--- config.mk ---
export PLATFORM = sky130hd
export DESIGN_NAME = tfht_ctrl
export DESIGN_NICKNAME = d
export VERILOG_FILES = /design/src/rtl/core/tfht_pkg.sv /design/src/rtl/core/tfht_ctrl.sv
export SDC_FILE = /design/constraint.sdc
export NUM_CORES = 1
export LEC_CHECK = 0
export ABC_AREA = 1
export CAP_MARGIN = 20
export CORE_AREA = 2 2 39 41
export CTS_CLUSTER_SIZE = 20
export DETAILED_ROUTE_END_ITERATION = 8
export DIE_AREA = 0 0 41 43
export DONT_BUFFER_PORTS = 1
export PLACE_DENSITY_LB_ADDON = 0.12
export SYNTH_ARGS = -nofsm -noshare
export SYNTH_HDL_FRONTEND = slang
export SYNTH_SLANG_ARGS = --single-unit
--- constraint.sdc ---
create_clock -name i_clk -period 1.72 [get_ports i_clk]
set_clock_uncertainty 0.1 [all_clocks]
set_input_delay 0.258 -clock i_clk [delete_from_list [all_inputs] [get_ports i_clk]]
set_output_delay 0.258 -clock i_clk [all_outputs]
set_load 0.05 [all_outputs]
--- src/rtl/core/tfht_pkg.sv ---
// shared types and constants for the triplet frequency hash table
package tfht_pkg;

    localparam int unsigned IN_W  = 96;
    localparam int unsigned OUT_W = 80;

    typedef enum logic [1:0] {
        FUNC_RECORD = 2'd0,
        FUNC_ADD    = 2'd1,
        FUNC_LOOKUP = 2'd2,
        FUNC_NONE   = 2'd3
    } t_func;

    localparam logic [1:0] STAT_OK   = 2'd0;
    localparam logic [1:0] STAT_MISS = 2'd1;
    localparam logic [1:0] STAT_FULL = 2'd2;

    typedef enum logic [2:0] {
        KIND_HIT,
        KIND_FOUND,
        KIND_FILL,
        KIND_EVICT,
        KIND_MISS,
        KIND_FULL
    } t_kind;

    typedef struct packed {
        logic  load;
        logic  mod_step;
        logic  probe_init;
        logic  probe_rd;
        logic  probe_next;
        logic  scan_begin;
        logic  scan_run;
        logic  clr_wr;
        logic  commit;
        t_kind kind;
    } t_cmd;

    typedef struct packed {
        logic  mod_done;
        logic  q_hit;
        logic  q_empty;
        logic  probe_last;
        logic  scan_done;
        logic  clr_last;
        logic  out_free;
        t_func func;
    } t_sts;

endpackage

--- src/rtl/core/tfht_ctrl.sv ---
// controller state machine for the triplet frequency hash table
module tfht_ctrl
    import tfht_pkg::*;
(
    input  logic  i_clk,
    input  logic  i_rst_n,
    input  logic  i_accept,
    input  t_func i_func,
    input  t_sts  i_sts,
    output logic  o_ready,
    output t_cmd  o_cmd
);

    typedef enum logic [2:0] {
        S_CLEAR,
        S_IDLE,
        S_MOD,
        S_RD,
        S_CHK,
        S_SCAN,
        S_COMMIT
    } t_state;

    t_state r_state, n_state;
    t_kind  r_kind, n_kind;

    always_comb begin
        n_state = r_state;
        n_kind  = r_kind;
        o_cmd   = '0;
        o_cmd.kind = r_kind;
        case (r_state)
            S_CLEAR: begin
                o_cmd.clr_wr = 1'b1;
                if (i_sts.clr_last) begin
                    n_state = S_IDLE;
                end
            end
            S_IDLE: begin
                if (i_accept) begin
                    o_cmd.load = 1'b1;
                    if (i_func == FUNC_NONE) begin
                        n_kind  = KIND_MISS;
                        n_state = S_COMMIT;
                    end else begin
                        n_state = S_MOD;
                    end
                end
            end
            S_MOD: begin
                o_cmd.mod_step = 1'b1;
                if (i_sts.mod_done) begin
                    o_cmd.probe_init = 1'b1;
                    n_state = S_RD;
                end
            end
            S_RD: begin
                o_cmd.probe_rd = 1'b1;
                n_state = S_CHK;
            end
            S_CHK: begin
                if (i_sts.q_hit) begin
                    n_kind  = (i_sts.func == FUNC_LOOKUP) ? KIND_FOUND : KIND_HIT;
                    n_state = S_COMMIT;
                end else if (i_sts.q_empty) begin
                    n_kind  = (i_sts.func == FUNC_LOOKUP) ? KIND_MISS : KIND_FILL;
                    n_state = S_COMMIT;
                end else if (i_sts.probe_last) begin
                    case (i_sts.func)
                        FUNC_RECORD: begin
                            o_cmd.scan_begin = 1'b1;
                            n_state = S_SCAN;
                        end
                        FUNC_ADD: begin
                            n_kind  = KIND_FULL;
                            n_state = S_COMMIT;
                        end
                        default: begin
                            n_kind  = KIND_MISS;
                            n_state = S_COMMIT;
                        end
                    endcase
                end else begin
                    o_cmd.probe_next = 1'b1;
                    n_state = S_RD;
                end
            end
            S_SCAN: begin
                o_cmd.scan_run = 1'b1;
                if (i_sts.scan_done) begin
                    n_kind  = KIND_EVICT;
                    n_state = S_COMMIT;
                end
            end
            S_COMMIT: begin
                if (i_sts.out_free) begin
                    o_cmd.commit = 1'b1;
                    n_state = S_IDLE;
                end
            end
            default: begin
                n_state = S_IDLE;
            end
        endcase
    end

    always_ff @(posedge i_clk) begin
        if (!i_rst_n) begin
            r_state <= S_CLEAR;
            r_kind  <= KIND_MISS;
        end else begin
            r_state <= n_state;
            r_kind  <= n_kind;
        end
    end

    assign o_ready = (r_state == S_IDLE);

endmodule

After elaboration in Yosys (flattened, before gate mapping)

Cells that the tools add are included.

Output and inout bits: 13
Register bits after elaboration: 6
Input bits: 14
Word-level logic and storage cells: 60

Multiplexer cells: 36
Reduce and logical (&&, ||, !) cells: 5
Equal/unequal tests: 17

Operator list:

| operator           | number |
|---|---|
| $mux 3             | 16 |
| $pmux 3 s7         | 1 |
| $mux 1             | 12 |
| $mux 2             | 5 |
| $ne 2x2->1 const B | 5 |
| $eq 3x3->1 const B | 3 |
| $pmux 3 s3         | 1 |
| $ne 4x4->1 const B | 2 |
| $eq 3x2->1 const B | 2 |
| $pmux 3 s2         | 1 |
| $reduce_and 6->1   | 1 |
| $reduce_and 5->1   | 1 |
| $eq 2x2->1 const B | 2 |
| $eq 3x1->1 const B | 1 |
| $logic_not 3->1    | 1 |
| $reduce_bool 3->1  | 1 |
| $eq 2x1->1 const B | 1 |
| $logic_not 2->1    | 1 |
| $ne 2x1->1 const B | 1 |

Longest topological paths before layout

Gate-level depths: netlist of the first run.

Depth in word-level cells: 6
Gate-level depth with buffers: 10
Depth with buffers taken out: 9

Least setup slack after synthesis of the first run

Ideal clock, no wire load.

Path kind: register -> output
Start: register r_state[1]
End: output port o_cmd[11] in the netlist's numbering
Path slack: -0.470 ns
Stages on the path, launching flop included: 7
Data arrival time: 1.832 ns
Buffers on the path: 1
Required time: 1.362 ns
Cells stage by stage: dfxtp_1 -> buf_6 -> inv_1 -> nand2_1 -> nor2_2 -> inv_1 -> nor2_1

RTL lines:

| what                     | line             | text |
|---|---|---|
| start: declaration       | tfht_ctrl.sv:24  | `t_state r_state, n_state;` |
| start signal: assignment | tfht_ctrl.sv:112 | `r_state <= n_state;` |
| end: declaration         | tfht_ctrl.sv:11  | `output t_cmd o_cmd` |

==> results of run 1 <==
-- worst max-delay path by stage --
| stage | to | slack (ps) | cells past startpoint |
|---|---|---|---|
| floorplan | o_cmd[11] | -260 | 6 |
| global placement | o_cmd[11] | 220 | 6 |
| finish | o_cmd[11] | 90 | 6 |
| detailed placement | o_cmd[11] | 220 | 6 |
| CTS | o_cmd[10] | 20 | 3 |
| global route | o_cmd[11] | -10 | 6 |
-- area by class of cell --
cell class	instances	area [sq um]	share of cell area
multi-input cells	83	411.6	0.5483
flip-flops and latches	6	123.9	0.1650
repair buffers	10	90.09	0.1200
inverters	22	82.58	0.1100
clock buffers	3	22.52	0.03000
well taps	16	20.02	0.02667
-- where the power goes --
part / internal, mW / leakage, nW / total (mW) / switching, mW
Combinational: 0.313 / 0.361 / 0.940 / 0.628
Clock: 0.0789 / 0.0138 / 0.129 / 0.0498
Sequential: 0.203 / 0.0505 / 0.383 / 0.180
-- routing by layer --
layer,vias up,global-route usage,part of all wire
met3,0,0.06806,0.047
met4,0,0.02000,0
li1,370,-,-
met2,17,0.3031,0.51
met5,-,0,0
met1,295,0.2280,0.44
-- logic make-up after synthesis --
logic type	Yosys count	synth area share
buffers and inverters	24	0.1633
flip-flops	6	0.1936
AO/OA/AOI/OAI	6	0.08065
AND/OR/NAND/NOR	77	0.5625
-- synthesized netlist by cell type --
| library cell | count |
|---|---|
| nor2_1 | 21 |
| nand3b_1 | 1 |
| inv_1 | 20 |
| nor2_4 | 2 |
| nand2_2 | 3 |
| buf_4 | 1 |
| buf_6 | 1 |
| nand3_1 | 19 |
| nor2_2 | 3 |
| dfxtp_1 | 6 |
| a21oi_2 | 1 |
| a21oi_1 | 4 |
| inv_2 | 2 |
| nor3_1 | 2 |
| o211ai_4 | 1 |
| nand2_1 | 26 |
-- flip-flops by register name (all words and copies together), names as in the netlist --
register and flops:
r_kind 3, r_state 3
-- stage by stage --
stage                     utilization  setup WS, ps  instances
after CTS                      0.5380         23.78        140
after global routing           0.5425        -11.93        140
after global placement         0.5127         219.3        136
after floorplan                     -        -263.6        113
final                          0.5425         86.74        140
after detailed placement       0.5127         215.8        136
-- worst max-delay path: cells and delay by family, from the launching register on --
family                 cells  cell delay, ps
flip-flops                 1             370
AND/OR/NAND/NOR            3             330
buffers and inverters      3             330
-- what timing repair did --
action,CTS,global route
endpoints found under the setup margin,1,7
hold buffers,1,0
gates resized for setup,2,3
hold endpoints to repair,1,0
==> metrics, run 1 <==
status=finished, final reports clean; library cells used by synthesis=16; Via density=4.871; Mapped Area=620.6 sq um; Final Instance Area=750.7 sq um; commonest non-fill, non-tap cell in the layout=nand2_1; wire per inst=9.593 um; startpoint types=flop; final setup violation count=0; Fillers=153; Slew headroom=0.6553; clk sink count=6; hold path depth=2; critical path's largest stage delay=370 ps; r2r startpoint=r_state[2]$_SDFFE_PN0P_; share of the synthesized area in the top cell type=0.1935; worst-path cell chain=inv_2 > nand2_1 > nor2_2 > inv_1 > nor2_4 > buf_12; first-pass GRT wire length=2270 um; DRT iter0 DRCs=10; latest clock arrival within the worst-skew pair=240 ps; sequential share of the synthesized area=0.1935; Synth Area per Inst=5.492 sq um; commonest non-fill, non-tap cells in the layout=nand2_1 (26), nor2_1 (20), nand3_1 (19), inv_1 (19), buf_4 (8); Inserted Clock Buffers=3; data arrival time of the worst path=about 1300 ps; grt ovf=0; Max FO, Critical Path=8; Max-Cap Viols=0; CTS clk-pin slew, worst paths=40 ps; largest net degree at the start of global routing=11; gr usage total=0.1845; chip height=43 um; initial core utilization=0.4485; post-route ant nets=0; Hold WS=16.39 ps; Seq cells post-synth=6; H-Tree Depth=1; TritonRoute pass-1 iters=4; Max Fclk=612.3 MHz; r2r setup slk=370 ps; CP endpoint kind=primary output; CP max stage cell=dfxtp_2; final hold violations=0; Post-DP HPWL=1141 um; unrepaired setup endpoints after global routing=true; top cells by area, synth=dfxtp_1 (19%), nand2_1 (16%), nand3_1 (15%), nor2_1 (13%), inv_1 (12%); Chip Width=around 40 um; Syn Inst Count=between 100 and 150; minimum clock period=~1600 ps; placed cell areas=between 700 and 800 sq um; critical path startpoint=r_state[1]$_SDFFE_PN0P_; Pleak=0.4253 nW; vias in the first global route=600; Setup Total Neg Slack=0 ps; Core Rows=14; Std-Cell Core Area=1384 sq um; leading area contributor after synthesis=dfxtp_1; routability cong.=0.8098; Routed WL=1343 um; nets@finish=140; initial antenna violation count=0; Boundary Pins=27; beginning of the worst hold path=i_rst_n; final period utilization=0.9496; share of cells above drive strength 1=0.2419; Worst Hold Class=in2reg; r2r endpoint=r_kind[2]$_SDFFE_PN1P_; synth warn=0; area grow syn2layout=20.97%; Worst Reg-to-Reg Cells=7; Pwr Total=1.453 mW; Die ar.=1763 sq um; kind of critical path=reg2out; net count after synthesis=127; hold worst-path end=r_state[1]$_SDFFE_PN0P_; Antenna diodes=0; Worst-Margin Slew=between 500 and 600 ps; Clock Path Buffers=2; post-CTS setup buffers=0; via count=682; Final Slew Violations=0; port bufs=0; Post-route DRC=0; CTS tree=built; Root Driver=clkbuf_4; required time worst endpoint=1360 ps; Max VDD drop=0.0007023 V; Pwr per Cell Area=1935 nW/um^2
(Power assumes the default switching activity.)
==> run 2, diff against run 1 <==
==> constraint.sdc (replaced) <==
create_clock -name i_clk -period 1.72 [get_ports i_clk]
set_clock_uncertainty 0.1 [all_clocks]
set_input_delay 0.258 -clock i_clk [delete_from_list [all_inputs] [get_ports i_clk]]
set_output_delay 0.258 -clock i_clk [all_outputs]
set_load 0.02 [all_outputs]
==> metrics, run 2 (synthesized netlist as in run 1, its figures left out) <==
first-pass GRT wire length=2332 um (was 2270 um); gr usage total=0.1906 (was 0.1845); Slew headroom=0.7426 (was 0.6553); Pwr per Cell Area=1729 nW/um^2 (was 1935 nW/um^2); CTS clk-pin slew, worst paths=40 ps (about the same); CTS tree=built (unchanged); GR Util met1=0.2083 (was 0.2280); clk sink count=6 (unchanged); Non-Filler Instances=136 (was 140); Post-route DRC=0 (unchanged); DRT iter0 DRCs=15 (was 10); area grow syn2layout=12.50% (was 20.97%); latest clock arrival within the worst-skew pair=240 ps (about the same); register area=123.9 sq um (unchanged); largest net degree at the start of global routing=11 (unchanged); port bufs=0 (unchanged); share of cells above drive strength 1=0.2083 (was 0.2419); met2 global-route usage=0.3094 (was 0.3031); wire per inst=10.77 um (was 9.593 um); multi-input logic area=401.6 sq um (was 411.6 sq um); Inst Count DP=132 (was 136); TritonRoute pass-1 iters=4 (unchanged); dpl ws=199.6 ps (was 215.8 ps); Max VDD drop=0.0006295 V (was 0.0007023 V); final period utilization=0.9237 (was 0.9496); kind of critical path=reg2out (unchanged); CP max stage cell=dfxtp_2 (unchanged); via count=682 (unchanged); Clock Path Buffers=2 (unchanged); CP endpoint kind=primary output (unchanged); Antenna diodes=0 (unchanged); routability cong.=0.7741 (was 0.8098); final setup violation count=0 (unchanged); Chip Width=41 um (unchanged); Max Fclk=629.4 MHz (was 612.3 MHz); final hold violations=0 (unchanged); initial core utilization=0.4485 (unchanged); Inserted Clock Buffers=3 (unchanged); minimum clock period=1589 ps (was 1633 ps); Max-Cap Viols=0 (unchanged); chip height=43 um (unchanged); Hold WS=29.54 ps (was 16.39 ps); Post-DP HPWL=1138 um (was 1141 um); GRT busiest layer=met2 (unchanged); CP bufs+invs=3 (unchanged); unrepaired setup endpoints after global routing=false (was true); startpoint types=flop (unchanged); Setup Total Neg Slack=0 ps (unchanged); commonest non-fill, non-tap cells in the layout=nand2_1 (26), nor2_1 (20), nand3_1 (19), inv_1 (19), buf_4 (5) (was nand2_1 (26), nor2_1 (20), nand3_1 (19), inv_1 (19), buf_4 (8)); Final Worst Setup Slack=131.2 ps (was 86.74 ps); Worst-Margin Slew=384.7 ps (was 516.3 ps); commonest non-fill, non-tap cell in the layout=nand2_1 (unchanged); nets@finish=136 (was 140); Pwr Total=1.207 mW (was 1.453 mW); Fillers=166 (was 153); CP top delay family=flip-flops (unchanged); Max FO, Critical Path=8 (unchanged); Via density=5.015 (was 4.871); required time worst endpoint=1360 ps (about the same); met3 global-route usage=0.07330 (was 0.06806); Std-Cell Core Area=1384 sq um (unchanged); Final Slew Violations=0 (unchanged); initial antenna violation count=0 (unchanged); data arrival time of the worst path=1230 ps (was 1280 ps); H-Tree Depth=1 (unchanged); critical path's largest stage delay=370 ps (about the same); Worst Hold Class=in2reg (unchanged); Routed WL=1465 um (was 1343 um); Pleak=0.3994 nW (was 0.4253 nW); post-route ant nets=0 (unchanged); Core Rows=14 (unchanged); Die ar.=1763 sq um (unchanged); grt ovf=0 (unchanged); Top Registers=r_kind x3, r_state x3 (unchanged); Root Driver=clkbuf_4 (unchanged); Boundary Pins=27 (unchanged); status=finished, final reports clean (unchanged); worst-path cell chain=inv_2 > nand2_1 > nor2_2 > inv_1 > nor2_1 > buf_4 (was inv_2 > nand2_1 > nor2_2 > inv_1 > nor2_4 > buf_12); vias in the first global route=620 (was 600)
[run 2: changes by cell type in the layout (fill, tap and decap cells not counted), sizes merged]
cell,change
buf,-4
[run 2: final cells by class]
type                            count  share of cell area
Clock buffer                        3             0.03226
Tap cell                           16             0.02867
Inverter                           22              0.1183
Multi-Input combinational cell     83              0.5753
Sequential cell                     6              0.1774
Timing Repair Buffer                6             0.06810
[run 2: routing by layer]
layer  routed length (um)  part of all wire
met2                  701              0.48
met5                    0                 0
met3                   78             0.053
met4                   14            0.0096
met1                  670              0.46
[run 2: worst reg2reg max path, cell delays in order (launching register included)]
cell	delay, ps
dfxtp_2	450
inv_2	120
a21oi_2	160
nand2_2	80
nor2_4	170
nand3_1	90
nand2_1	70
nor2_1	30
[run 2: path summary, 6_finish.rpt]
| path | start | end | slack, ps | cells past startpoint |
|---|---|---|---|---|
| setup reg to reg | r_state[2]$_SDFFE_PN0P_ | r_kind[0]$_SDFFE_PN0P_ | 350 | 7 |
| setup / recovery | r_state[1]$_SDFFE_PN0P_ | o_cmd[11] | 130 | 6 |
| hold / removal | i_rst_n | r_kind[1]$_SDFFE_PN0P_ | 30 | 2 |
| hold reg to reg | r_kind[2]$_SDFFE_PN1P_ | r_kind[2]$_SDFFE_PN1P_ | 460 | 2 |
[run 2: stage by stage]
step | utilization | instance area (sq um)
floorplan | - | 620.6
global placement | 0.4765 | 659.4
detailed placement | 0.4765 | 659.4
CTS | 0.5009 | 693.2
global route | 0.5045 | 698.2
finish | 0.5045 | 698.2
[run 2: power by group]
part           total (mW)  switching (mW)  internal [mW]  leakage [nW]
Sequential          0.329           0.126          0.203        0.0505
Combinational       0.751           0.488          0.262         0.335
Clock               0.128          0.0488         0.0788        0.0138
[run 2: what timing repair did]
| item | in CTS | in global routing |
|---|---|---|
| buffers inserted | 0 | 0 |
| hold buffers | 1 | 0 |
| endpoints found under the hold margin | 1 | 0 |
| cloned | 0 | 0 |
| endpoints found under the setup margin | 1 | 4 |
| resized for setup | 1 | 4 |
